<file path="config.mk">
export PLATFORM = sky130hd
export DESIGN_NAME = arp_cache_and_responder_unit_flat
export DESIGN_NICKNAME = d
export VERILOG_FILES = /design/src/sv/arpc_pkg.sv /design/src/sv/arpc_cmd_if.sv /design/src/sv/arpc_res_if.sv /design/src/sv/arpc_cfg_if.sv /design/src/sv/arp_cache_and_responder_unit.sv /design/src/sv/arpc_table.sv /design/src/flat_wrapper.sv
export SDC_FILE = /design/constraint.sdc
export NUM_CORES = 2
export LEC_CHECK = 0
export BUFFER_PORTS_ARGS = -buffer_cell sky130_fd_sc_hd__buf_2
export CAP_MARGIN = 10
export CORE_MARGIN = 8
export CORE_UTILIZATION = 42
export DETAILED_ROUTE_END_ITERATION = 12
export PLACE_DENSITY_LB_ADDON = 0.2
export SLEW_MARGIN = 10
export SYNTH_ARGS = -nofsm -noshare
export SYNTH_HDL_FRONTEND = slang
export SYNTH_SLANG_ARGS = --single-unit
</file>
<file path="constraint.sdc">
create_clock -name clk -period 26.3 [get_ports clk]
set_input_delay 5.26 -clock clk [delete_from_list [all_inputs] [get_ports clk]]
set_output_delay 5.26 -clock clk [all_outputs]
set_load 0.05 [all_outputs]
</file>
<file path="src/sv/arpc_pkg.sv">
`default_nettype none

package arpc_pkg;

  // field widths
  localparam int unsigned CMD_W   = 2;
  localparam int unsigned HDR_W   = 16;
  localparam int unsigned IP_W    = 32;
  localparam int unsigned MAC_W   = 48;
  localparam int unsigned STAMP_W = 32;
  localparam int unsigned CFG_W   = 48;

  localparam int unsigned CACHE_ENTRIES_DEFAULT = 16;

  // arp header checks
  localparam logic [HDR_W-1:0]   MIN_ARP_LEN  = 16'd28;
  localparam logic [HDR_W-1:0]   HTYPE_ETH    = 16'h0001;
  localparam logic [HDR_W-1:0]   PTYPE_IPV4   = 16'h0800;
  localparam logic [HDR_W-1:0]   OPER_REQUEST = 16'h0001;
  localparam logic [STAMP_W-1:0] STAMP_MAX    = 32'hFFFF_FFFF;

  typedef enum logic [CMD_W-1:0] {
    CMD_PACKET  = 2'd0,
    CMD_LEARN   = 2'd1,
    CMD_RESOLVE = 2'd2,
    CMD_TICK    = 2'd3
  } cmd_t;

  typedef enum logic [0:0] {
    CFG_OWN_IP  = 1'b0,
    CFG_OWN_MAC = 1'b1
  } cfg_reg_t;

  // one table entry
  typedef struct packed {
    logic [IP_W-1:0]    ip;
    logic [MAC_W-1:0]   mac;
    logic [STAMP_W-1:0] stamp;
  } entry_t;

  // one result item
  typedef struct packed {
    logic             packet_accepted;
    logic             resolve_hit;
    logic [MAC_W-1:0] resolved_mac;
    logic             send_reply;
    logic [MAC_W-1:0] reply_dest_mac;
    logic [IP_W-1:0]  reply_dest_ip;
  } result_t;

endpackage

`default_nettype wire

</file>
<file path="src/sv/arpc_cmd_if.sv">
`default_nettype none

interface arpc_cmd_if;
  logic                        valid;
  logic                        ready;
  logic [arpc_pkg::CMD_W-1:0]  command;
  logic [arpc_pkg::HDR_W-1:0]  frame_length;
  logic [arpc_pkg::HDR_W-1:0]  hardware_type;
  logic [arpc_pkg::HDR_W-1:0]  protocol_type;
  logic [arpc_pkg::HDR_W-1:0]  arp_operation;
  logic [arpc_pkg::IP_W-1:0]   ip_address;
  logic [arpc_pkg::MAC_W-1:0]  mac_address;
  logic [arpc_pkg::IP_W-1:0]   target_addr;

  modport source (
    output valid, command, frame_length, hardware_type, protocol_type,
           arp_operation, ip_address, mac_address, target_addr,
    input  ready
  );

  modport sink (
    input  valid, command, frame_length, hardware_type, protocol_type,
           arp_operation, ip_address, mac_address, target_addr,
    output ready
  );
endinterface

`default_nettype wire

</file>
<file path="src/sv/arpc_res_if.sv">
`default_nettype none

interface arpc_res_if;
  logic                        valid;
  logic                        ready;
  logic                        packet_accepted;
  logic                        resolve_hit;
  logic [arpc_pkg::MAC_W-1:0]  resolved_mac;
  logic                        send_reply;
  logic [arpc_pkg::MAC_W-1:0]  reply_dest_mac;
  logic [arpc_pkg::IP_W-1:0]   reply_dest_ip;

  modport source (
    output valid, packet_accepted, resolve_hit, resolved_mac, send_reply,
           reply_dest_mac, reply_dest_ip,
    input  ready
  );

  modport sink (
    input  valid, packet_accepted, resolve_hit, resolved_mac, send_reply,
           reply_dest_mac, reply_dest_ip,
    output ready
  );
endinterface

`default_nettype wire

</file>
<file path="src/sv/arpc_cfg_if.sv">
`default_nettype none

interface arpc_cfg_if;
  logic                        valid;
  logic                        ready;
  logic [0:0]                  index;
  logic [arpc_pkg::CFG_W-1:0]  data;

  modport source (
    output valid, index, data,
    input  ready
  );

  modport sink (
    input  valid, index, data,
    output ready
  );
endinterface

`default_nettype wire

</file>
<file path="src/sv/arp_cache_and_responder_unit.sv">
// ARP cache and responder.
// req carries one command per transfer: a parsed received ARP packet, a direct
// learn, a resolve or a timer tick. rsp returns exactly one result per
// command. cfg writes the station IP (index 0) and the station MAC (index 1);
// the station MAC is the reply source address and is kept by the frame
// builder, so here the write is taken and dropped. cfg is always ready.
// A learn or resolve walks the table one entry per cycle through a single
// registered read port and one compare unit. The scan length, set by the one
// table read port, fixes the rate: req is ready only while no command is in
// work. A finished result sits in the rsp output register, so the next
// command is accepted even while rsp is stalled; that command then waits for
// the register to drain before finishing.
// Reset (synchronous, active high) clears all entry valid flags, the tick
// counter, the station IP and rsp valid; the table contents are not cleared.
`default_nettype none

module arp_cache_and_responder_unit #(
  parameter int unsigned CACHE_ENTRIES = arpc_pkg::CACHE_ENTRIES_DEFAULT
) (
  input wire logic  clk,
  input wire logic  rst,
  arpc_cmd_if.sink   req,
  arpc_res_if.source rsp,
  arpc_cfg_if.sink   cfg
);
  import arpc_pkg::*;

  localparam int unsigned IDX_W = (CACHE_ENTRIES > 1) ? $clog2(CACHE_ENTRIES) : 1;
  localparam int unsigned CNT_W = $clog2(CACHE_ENTRIES + 1);
  localparam logic [IDX_W-1:0] LAST_IDX  = IDX_W'(CACHE_ENTRIES - 1);
  localparam logic [CNT_W-1:0] DEPTH_CNT = CNT_W'(CACHE_ENTRIES);

  typedef enum logic [1:0] {
    ST_IDLE,
    ST_SCAN,
    ST_WRITE,
    ST_RESULT
  } state_t;

  state_t             state;
  logic               is_learn;
  logic [IP_W-1:0]    key_ip;
  logic [MAC_W-1:0]   key_mac;
  logic [CNT_W-1:0]   issue_cnt;
  logic               eval_pend;
  logic [IDX_W-1:0]   eval_idx;
  logic [STAMP_W-1:0] best;
  logic [IDX_W-1:0]   pick;
  result_t            hold;
  result_t            out_res;
  logic               out_valid;
  logic [IP_W-1:0]    own_ip;
  logic [STAMP_W-1:0] tick_counter;

  logic       [IDX_W-1:0] rd_addr;
  logic                   rd_vld;
  entry_t                 rd_entry;
  logic                   we;
  entry_t                 wr_entry;
  logic                   issue_ok;
  logic                   hit_now;
  logic                   older;
  logic                   last;
  logic                   pkt_ok;
  logic                   reply_ok;
  logic                   res_load;
  result_t                start_res;

  // table storage
  arpc_table #(
    .DEPTH (CACHE_ENTRIES),
    .IDX_W (IDX_W)
  ) u_table (
    .clk      (clk),
    .rst      (rst),
    .rd_addr  (rd_addr),
    .rd_vld   (rd_vld),
    .rd_entry (rd_entry),
    .we       (we),
    .wr_addr  (pick),
    .wr_entry (wr_entry)
  );

  // scan read issue
  assign rd_addr  = issue_cnt[IDX_W-1:0];
  assign issue_ok = (state == ST_SCAN) && (issue_cnt < DEPTH_CNT);

  // shared compare unit on the entry just read
  assign hit_now = rd_vld && (rd_entry.ip == key_ip);
  assign older   = rd_entry.stamp < best;
  assign last    = eval_idx == LAST_IDX;

  // packet checks
  assign pkt_ok   = (req.frame_length >= MIN_ARP_LEN) && (req.hardware_type == HTYPE_ETH)
                    && (req.protocol_type == PTYPE_IPV4);
  assign reply_ok = (req.arp_operation == OPER_REQUEST) && (req.target_addr == own_ip);

  // result fields known at accept
  always_comb begin
    start_res = '0;
    if ((cmd_t'(req.command) == CMD_PACKET) && pkt_ok) begin
      start_res.packet_accepted = 1'b1;
      if (reply_ok) begin
        start_res.send_reply     = 1'b1;
        start_res.reply_dest_mac = req.mac_address;
        start_res.reply_dest_ip  = req.ip_address;
      end
    end
  end

  // entry write
  assign we       = state == ST_WRITE;
  assign wr_entry = '{ip: key_ip, mac: key_mac, stamp: tick_counter};

  // output register takes a finished result when empty or draining
  assign res_load = (state == ST_RESULT) && (!out_valid || rsp.ready);

  // handshakes and result port
  assign req.ready           = state == ST_IDLE;
  assign cfg.ready           = 1'b1;
  assign rsp.valid           = out_valid;
  assign rsp.packet_accepted = out_res.packet_accepted;
  assign rsp.resolve_hit     = out_res.resolve_hit;
  assign rsp.resolved_mac    = out_res.resolved_mac;
  assign rsp.send_reply      = out_res.send_reply;
  assign rsp.reply_dest_mac  = out_res.reply_dest_mac;
  assign rsp.reply_dest_ip   = out_res.reply_dest_ip;

  // sequencer
  always_ff @(posedge clk) begin
    if (rst) begin
      state        <= ST_IDLE;
      out_valid    <= 1'b0;
      eval_pend    <= 1'b0;
      own_ip       <= '0;
      tick_counter <= '0;
    end else begin
      // configuration transfer
      if (cfg.valid) begin
        unique case (cfg_reg_t'(cfg.index))
          CFG_OWN_IP:  own_ip <= cfg.data[IP_W-1:0];
          CFG_OWN_MAC: ;
        endcase
      end

      // output register loads or drains
      if (res_load) begin
        out_res   <= hold;
        out_valid <= 1'b1;
      end else if (rsp.ready) begin
        out_valid <= 1'b0;
      end

      unique case (state)
        ST_IDLE: begin
          if (req.valid) begin
            key_ip    <= req.ip_address;
            key_mac   <= req.mac_address;
            issue_cnt <= '0;
            eval_pend <= 1'b0;
            best      <= STAMP_MAX;
            pick      <= '0;
            hold      <= start_res;
            unique case (cmd_t'(req.command))
              CMD_PACKET: begin
                is_learn <= 1'b1;
                state    <= pkt_ok ? ST_SCAN : ST_RESULT;
              end
              CMD_LEARN: begin
                is_learn <= 1'b1;
                state    <= ST_SCAN;
              end
              CMD_RESOLVE: begin
                is_learn <= 1'b0;
                state    <= ST_SCAN;
              end
              CMD_TICK: begin
                tick_counter <= tick_counter + STAMP_W'(1);
                state        <= ST_RESULT;
              end
            endcase
          end
        end

        ST_SCAN: begin
          eval_pend <= issue_ok;
          eval_idx  <= rd_addr;
          if (issue_ok) begin
            issue_cnt <= issue_cnt + CNT_W'(1);
          end
          if (eval_pend) begin
            if (is_learn) begin
              // matching entry or first free slot ends the walk
              if (hit_now || !rd_vld) begin
                pick  <= eval_idx;
                state <= ST_WRITE;
              end else begin
                if (older) begin
                  best <= rd_entry.stamp;
                  pick <= eval_idx;
                end
                if (last) begin
                  state <= ST_WRITE;
                end
              end
            end else begin
              if (hit_now) begin
                hold  <= '{packet_accepted: 1'b0, resolve_hit: 1'b1,
                           resolved_mac: rd_entry.mac, send_reply: 1'b0,
                           reply_dest_mac: '0, reply_dest_ip: '0};
                state <= ST_RESULT;
              end else if (last) begin
                state <= ST_RESULT;
              end
            end
          end
        end

        ST_WRITE: begin
          state <= ST_RESULT;
        end

        ST_RESULT: begin
          if (res_load) begin
            state <= ST_IDLE;
          end
        end

        default: state <= ST_IDLE;
      endcase
    end
  end

endmodule

`default_nettype wire

</file>
<file path="src/sv/arpc_table.sv">
`default_nettype none

module arpc_table #(
  parameter int unsigned DEPTH = arpc_pkg::CACHE_ENTRIES_DEFAULT,
  parameter int unsigned IDX_W = 4
) (
  input  wire logic             clk,
  input  wire logic             rst,
  input  wire logic [IDX_W-1:0] rd_addr,
  output      logic             rd_vld,
  output      arpc_pkg::entry_t rd_entry,
  input  wire logic             we,
  input  wire logic [IDX_W-1:0] wr_addr,
  input  wire arpc_pkg::entry_t wr_entry
);
  import arpc_pkg::*;

  entry_t           mem [DEPTH];
  logic [DEPTH-1:0] valid_bits;

  // entry storage, registered read
  always_ff @(posedge clk) begin
    if (we) begin
      mem[wr_addr] <= wr_entry;
    end
    rd_entry <= mem[rd_addr];
  end

  // valid flags, cleared at reset
  always_ff @(posedge clk) begin
    if (rst) begin
      valid_bits <= '0;
      rd_vld     <= 1'b0;
    end else begin
      if (we) begin
        valid_bits[wr_addr] <= 1'b1;
      end
      rd_vld <= valid_bits[rd_addr];
    end
  end

endmodule

`default_nettype wire

</file>
<file path="src/flat_wrapper.sv">
// flat-port wrapper written by rule: the top's interface ports become plain ports
module arp_cache_and_responder_unit_flat import arpc_pkg::*;
#(
  parameter int unsigned CACHE_ENTRIES = arpc_pkg::CACHE_ENTRIES_DEFAULT
)
  (clk, rst, req_valid, req_command, req_frame_length, req_hardware_type, req_protocol_type, req_arp_operation, req_ip_address, req_mac_address, req_target_addr, req_ready, rsp_valid, rsp_packet_accepted, rsp_resolve_hit, rsp_resolved_mac, rsp_send_reply, rsp_reply_dest_mac, rsp_reply_dest_ip, rsp_ready, cfg_valid, cfg_index, cfg_data, cfg_ready);
  arpc_cmd_if req_i ();
  arpc_res_if rsp_i ();
  arpc_cfg_if cfg_i ();
  input wire logic clk;
  input wire logic rst;
  input wire logic [$bits(req_i.valid)-1:0] req_valid;
  input wire logic [$bits(req_i.command)-1:0] req_command;
  input wire logic [$bits(req_i.frame_length)-1:0] req_frame_length;
  input wire logic [$bits(req_i.hardware_type)-1:0] req_hardware_type;
  input wire logic [$bits(req_i.protocol_type)-1:0] req_protocol_type;
  input wire logic [$bits(req_i.arp_operation)-1:0] req_arp_operation;
  input wire logic [$bits(req_i.ip_address)-1:0] req_ip_address;
  input wire logic [$bits(req_i.mac_address)-1:0] req_mac_address;
  input wire logic [$bits(req_i.target_addr)-1:0] req_target_addr;
  output wire logic [$bits(req_i.ready)-1:0] req_ready;
  output wire logic [$bits(rsp_i.valid)-1:0] rsp_valid;
  output wire logic [$bits(rsp_i.packet_accepted)-1:0] rsp_packet_accepted;
  output wire logic [$bits(rsp_i.resolve_hit)-1:0] rsp_resolve_hit;
  output wire logic [$bits(rsp_i.resolved_mac)-1:0] rsp_resolved_mac;
  output wire logic [$bits(rsp_i.send_reply)-1:0] rsp_send_reply;
  output wire logic [$bits(rsp_i.reply_dest_mac)-1:0] rsp_reply_dest_mac;
  output wire logic [$bits(rsp_i.reply_dest_ip)-1:0] rsp_reply_dest_ip;
  input wire logic [$bits(rsp_i.ready)-1:0] rsp_ready;
  input wire logic [$bits(cfg_i.valid)-1:0] cfg_valid;
  input wire logic [$bits(cfg_i.index)-1:0] cfg_index;
  input wire logic [$bits(cfg_i.data)-1:0] cfg_data;
  output wire logic [$bits(cfg_i.ready)-1:0] cfg_ready;
  assign req_i.valid = req_valid;
  assign req_i.command = req_command;
  assign req_i.frame_length = req_frame_length;
  assign req_i.hardware_type = req_hardware_type;
  assign req_i.protocol_type = req_protocol_type;
  assign req_i.arp_operation = req_arp_operation;
  assign req_i.ip_address = req_ip_address;
  assign req_i.mac_address = req_mac_address;
  assign req_i.target_addr = req_target_addr;
  assign req_ready = req_i.ready;
  assign rsp_valid = rsp_i.valid;
  assign rsp_packet_accepted = rsp_i.packet_accepted;
  assign rsp_resolve_hit = rsp_i.resolve_hit;
  assign rsp_resolved_mac = rsp_i.resolved_mac;
  assign rsp_send_reply = rsp_i.send_reply;
  assign rsp_reply_dest_mac = rsp_i.reply_dest_mac;
  assign rsp_reply_dest_ip = rsp_i.reply_dest_ip;
  assign rsp_i.ready = rsp_ready;
  assign cfg_i.valid = cfg_valid;
  assign cfg_i.index = cfg_index;
  assign cfg_i.data = cfg_data;
  assign cfg_ready = cfg_i.ready;
  arp_cache_and_responder_unit #(.CACHE_ENTRIES(CACHE_ENTRIES)) u_core (.clk(clk), .rst(rst), .req(req_i), .rsp(rsp_i), .cfg(cfg_i));
endmodule
</file>
# Word-level counts from Yosys, hierarchy flattened

Memories as Yosys holds them, arrays and structs flattened. A register that Yosys moved wholly into a read port is not among the register bits.
Cells that the tools add are included.
W data, S select, Z words.

Memory bits (writable): 1792
Input port bits: 232
Register bits after elaboration: 473
Output and inout bits: 134
Memories: 1

$add $sub $neg: 2
Bitwise logic cells: 3
$lt $le $gt $ge: 6
Eq/ne operators: 24
Mux-type cells: 45
Reductions and logical operators: 31

Memory list:

| name               | depth | width | read ports | clocked after Yosys merged registers in | write ports | RTL line         | source |
|---|---|---|---|---|---|---|---|
| u_core.u_table.mem | 16    | 112   | 1          | 1                                       | 1           | arpc_table.sv:18 | `entry_t mem [DEPTH];` |

Operator list:

| operator                | number |
|---|---|
| $mux W131               | 4 |
| $pmux W131 S2           | 1 |
| $mux W81                | 2 |
| $mux W32                | 5 |
| $eq A32 B32 Y1          | 2 |
| $pmux W32 S2            | 1 |
| $add A32 B1 Y32 const B | 1 |
| $eq A16 B1 Y1 const B   | 2 |
| $lt A32 B32 Y1          | 1 |
| $mux W4                 | 5 |
| $mux W2                 | 9 |
| $eq A16 B12 Y1 const B  | 1 |
| $ge A16 B5 Y1 const B   | 1 |
| $or A16 B16 Y16         | 1 |
| $ne A2 B1 Y1 const B    | 6 |
| $reduce_and A6 Y1       | 2 |
| $lt A4 B5 Y1 const B    | 2 |
| $mux W5                 | 2 |
| $pmux W5 S2             | 1 |
| $eq A2 B2 Y1 const B    | 4 |
| $logic_and A1 B1 Y1     | 8 |
| $mux W1                 | 8 |
| $pmux W2 S4             | 1 |
| $pmux W4 S2             | 1 |
| other kinds (24)        | 40 |

# Longest topological paths before layout

Depth in word-level cells: 7
Gate-level depth with buffers: 9

# Cells and area by module

Synthesis repeated with hierarchy kept, for this count alone.

Cells, all modules: 3969
Area, all modules: 87093.5 um^2

By module, submodules not included:

| module                       | area each (um^2) | times used | cells an instance |
|---|---|---|---|
| arpc_table                   | 69726.9          | 1          | 2819 |
| arp_cache_and_responder_unit | 17366.7          | 1          | 1150 |

# Worst setup path after synthesis

Ideal clock, no wire load.

Path type: in2reg
Start: input port rst
End: register u_core.out_res (netlist bit u_core.rsp.packet_accepted) (enable)
Path slack: 10.288 ns
Path buffers: 2
Data required time: 25.491 ns
Arrival time: 15.203 ns
Library setup time: 0.809 ns
Stages: 3
Cell sequence: clkbuf_1 -> buf_1 -> nor3b_1

Word-level cells in the longest chain between the ends: 2

Ends and longest elaborated chain:

| element                            | RTL line                            | source |
|---|---|---|
| start: declaration                 | flat_wrapper.sv:11                  | `input wire logic rst;` |
| $not A1 Y1 (no source line)        | --                                  |  |
| $reduce_and A2 Y1 (no source line) | --                                  |  |
| end signal: assignment             | arp_cache_and_responder_unit.sv:148 | `out_res <= hold;` |
| end: declaration                   | arp_cache_and_responder_unit.sv:50  | `result_t out_res;` |

No other way between the ends.
A chain may end at the register's enable or synchronous reset.

# Final worst setup path

Start: input port req_hardware_type[1]
End: register u_core.hold[26] (netlist bit), data pin

Word-level cells in the longest chain between the ends: 7

Ends and longest elaborated chain:

| element                | RTL line                            | source |
|---|---|---|
| start: declaration     | flat_wrapper.sv:15                  | `input wire logic [$bits(req_i.hardware_type)-1:0] req_hardware_type;` |
| $eq A16 B1 Y1          | arp_cache_and_responder_unit.sv:94  | `assign pkt_ok = (req.frame_length >= MIN_ARP_LEN) && (req.hardware_type == HTYPE_ETH)` |
| $logic_and A1 B1 Y1    | arp_cache_and_responder_unit.sv:94  |  |
| $logic_and A1 B1 Y1    | arp_cache_and_responder_unit.sv:95  | `&& (req.protocol_type == PTYPE_IPV4);` |
| $logic_and A1 B1 Y1    | arp_cache_and_responder_unit.sv:101 | `if ((cmd_t'(req.command) == CMD_PACKET) && pkt_ok) begin` |
| $mux W81               | arp_cache_and_responder_unit.sv:101 |  |
| $mux W131              | arp_cache_and_responder_unit.sv:156 | `if (req.valid) begin` |
| $pmux W131 S2          | arp_cache_and_responder_unit.sv:154 | `unique case (state)` |
| end signal: assignment | arp_cache_and_responder_unit.sv:163 | `hold <= start_res;` |
| end signal: assignment | arp_cache_and_responder_unit.sv:208 | `hold <= '{packet_accepted: 1'b0, resolve_hit: 1'b1,` |
| end: declaration       | arp_cache_and_responder_unit.sv:49  | `result_t hold;` |

No other way between the ends. The select of a mux whose other input is x is not followed.

==> flow_summary.toml <==
[detailed_routing]
vias_per_cell = 5.409
drt_iter0_drc = 3950
drcViolationCount = 0
drt-total-wl_mm = 212.0
vias = 44050
dr.pass1.iters = 6
wire_per_inst_um = 26.04
postRouteAntennaNets = 0

[cts]
cts_tree = "built"
cts_hold_buf = 0
clock_latency_ns = 0.89
cts_max_path_buffers = 3
root_buffer = "clkbuf_16"
clkTransAtPathRegs_ns = 0.06
cts.repair.resized = 0
postCtsSetupBuffers = 0
numCtsBuffers = 238
htreeDepth = 4
cts.sinks = 2377

[min_path]
worstHoldStart = "u_core.hold[25]"
hp-class = "flip-flop to flip-flop"
whs_path_depth = 0
hold-path-endpoint = "u_core.rsp.reply_dest_ip[25]"

[finish]
fillers = 17380
drive_gt1_share_pct = 21.82
finalNetCount = 5388
stdcell_count = 8143
syn_to_final_growth_pct = 15.02
design_area_mm2 = 0.1018

[placement]
gp_congestion = 0.7921
port_buffers = 346
placed_area_mm2 = 0.09377
numPlacedInstances = 7684
hpwl_mm = 105.5

[worst_setup_path]
critPathSlowestCell = "buf_4"
cpMostUsedCell = "buf_4"
critPathCaptureType = "flip-flop"
cp_max_fo = 50
worstPathArrival_ns = 8.34
critPathLaunch = "req_hardware_type[1]"
r2r_slack_ns = 20.40
r2r_end = "u_core.u_table.rd_entry[77]"
slowest_delay_ns = 0.53
reg2regPathDepth = 10
path_cells = "buf_2, nor4_1, nand4_1, a311o_1, nor4_2, buf_4, and3_4, buf_4, and2_1"
setup.worst_path.start_class = "input port"
reg2reg_from = "u_core.issue_cnt[0]"
crit_type = "input port to flip-flop"
critPathRequiredTime_ns = 27.03

[floorplan]
coreArea_mm2 = 0.2096
start_util_pct = 42.23
pin_count = 366
die_w_um = 475.1
core.rowCount = 168
die_area_mm2 = 0.2257
die_y_um = 475.1

[sta]
fin_crit_sh_pct = 28.94
finalMaxSlewViolations = 0
final_hold_viol_count = 0
fmax_mhz = 131.4
slew-limit-headroom_pct = 27.17
setup_viol = 0
clock_skew_ns = 0.07196
tightest_slew_ns = 1.092
rsz0062_at_grt = "no"
tns_ns = 0
period_needed_ns = 7.611

[synthesis]
yosysMostFrequentCell = "edfxtp_1"
synthCells = 4671
synth_edf_count = 2180
ys_types = 56
yosysSeqAreaShare_pct = 78.42
synth_top_area_cell = "edfxtp_1"
syn-cell-area_mm2 = 0.08851
synth_top_area_share_pct = 73.96
yosys_warnings = 0
synth_common_cells = "edfxtp_1, mux2i_1, o21ai_0"
async_flop_share_pct = 0
synth_ff_type = "edfxtp_1"
yosys-top-cells-area = "edfxtp_1, mux4_2, dfxtp_1, mux2i_1, mux2_2"
ys_ff_latch = 2377
syn-num-nets = 4940
avgSynthCellArea_um2 = 18.95

[job]
maxCapViolCount = 0

[pwr]
finalPower_w = 0.009626
seqPwrFrac_pct = 48.1
clkPwrFrac_pct = 35.5
p_sw_share_pct = 26.81
p_per_area_mw_per_mm2 = 94.56
comb_power_share_pct = 16.3
p_leak_nw = 34.65
internal_power_w = 0.007046
max-vdd-ir-drop_uv = 74.55
p_sw_w = 0.002581

[grt]
track_usage_pct = 18.39
grt_max_degree = 128
overflow = 0
grt_pass1_vias = 45410
antenna_found_initial = 13
grt_pass1_wl_mm = 308.3

[run_status]
outcome = "finished clean"
layer usage:
layer  wire length (um)  track usage [%]
met5                  0                0
met1              94290            25.69
met3              11010            2.782
met4               3907            4.245
met2             102800            30.65
power groups by stage:
| stage | combinational, W | sequential, W | clock [W] |
|---|---|---|---|
| 6_report | 0.00157 | 0.00463 | 0.00342 |
| 5_1_grt | 0.00171 | 0.00466 | 0.00364 |
| 4_1_cts | 0.00161 | 0.00463 | 0.00349 |
| 3_5_place_dp | 0.00160 | 0.00471 | 0 |
| 3_3_place_gp | 0.00160 | 0.00470 | 0 |
| 2_1_floorplan | 0.00106 | 0.00473 | 0 |
worst max-delay path by stage:
| stage | slack (ns) | to | cells past startpoint |
|---|---|---|---|
| finish | 18.69 | u_core.hold[26] | 9 |
| global route | 18.36 | u_core.hold[64] | 9 |
| detailed placement | 17.49 | u_core.hold[74] | 9 |
| CTS | 18.43 | u_core.hold[26] | 9 |
| global placement | 17.51 | u_core.hold[61] | 9 |
| floorplan | 10.29 | u_core.rsp.packet_accepted | 3 |
sequential cells by signal, indices dropped and copies added (netlist names), 48 cells and up:
register	flops
u_core.hold	131
u_core.u_table.rd_entry	112
u_core.u_table.mem	1792
u_core.rsp.reply_dest_mac	48
u_core.key_mac	48
u_core.rsp.resolved_mac	48
critical path, delay by kind of cell:
family | cells | cell delay (ns)
buffers and inverters | 3 | 0.83
AND/OR/NAND/NOR | 5 | 1.60
AO/OA/AOI/OAI | 1 | 0.46
cells by family (layout without fill, tap and decap cells):
group,count (synthesis),in the layout,synth area share [%]
AOI/OAI and AO/OA,636,636,4.456
xor gates and xnor gates,96,96,0.9500
adders and majority gates,37,37,0.5230
buffers and inverters,265,928,1.233
DFF,2377,2377,78.42
muxes,679,679,11.08
other,1,5,0.004237
and+or+nand+nor,580,580,3.340
stage by stage:
step / util (%) / hold WS (ns) / setup WS [ns]
4_1_cts: 48.57 / 0.4188 / 18.43
5_1_grt: 48.58 / 0.4234 / 18.36
2_1_floorplan: - / 0.4003 / 10.29
6_report: 48.58 / 0.4169 / 18.69
3_5_place_dp: 44.74 / 0.4045 / 17.49
3_3_place_gp: 44.74 / 0.4006 / 17.51
final cells by class:
class / count / area (um^2) / share of cell area, %
clock buffers: 349 / 6723 / 6.604
repair buffers: 435 / 2527 / 2.483
flip-flops and latches: 2377 / 69410 / 68.18
multi-input cells: 2029 / 18180 / 17.86
clock inverters: 106 / 1299 / 1.276
inverters: 38 / 142.6 / 0.1401
diodes: 4 / 10.01 / 0.009832
well taps: 2805 / 3510 / 3.447
layout by cell type, fill, tap and decap left out, types with 13 or more instances in the layout:
cell       synthesis  final
nor2_4             0     13
mux2i_1          337    337
nor4_1            20     19
nand4_1           22     22
nor2_1            95     82
nand2b_1          37     36
mux2_2           113    113
edfxtp_1        2180   2180
clkinv_1           0     24
a21oi_1          162    162
buf_4              2     80
nand3_1           14     14
dfxtp_1          197    197
mux4_2           229    229
a221oi_1         113    113
clkbuf_16          0    238
and2_1           136    135
clkbuf_8           0     35
xor2_1            32     32
ha_1              37     36
a22oi_1          112    112
clkinv_2           0     35
nand2_1          199    198
buf_2             64    345
clkbuf_1         135     76
inv_1             38     38
xnor2_1           64     64
o21ai_0          232    232
bufinv_16          0     20
(Power assumes the default switching activity.)
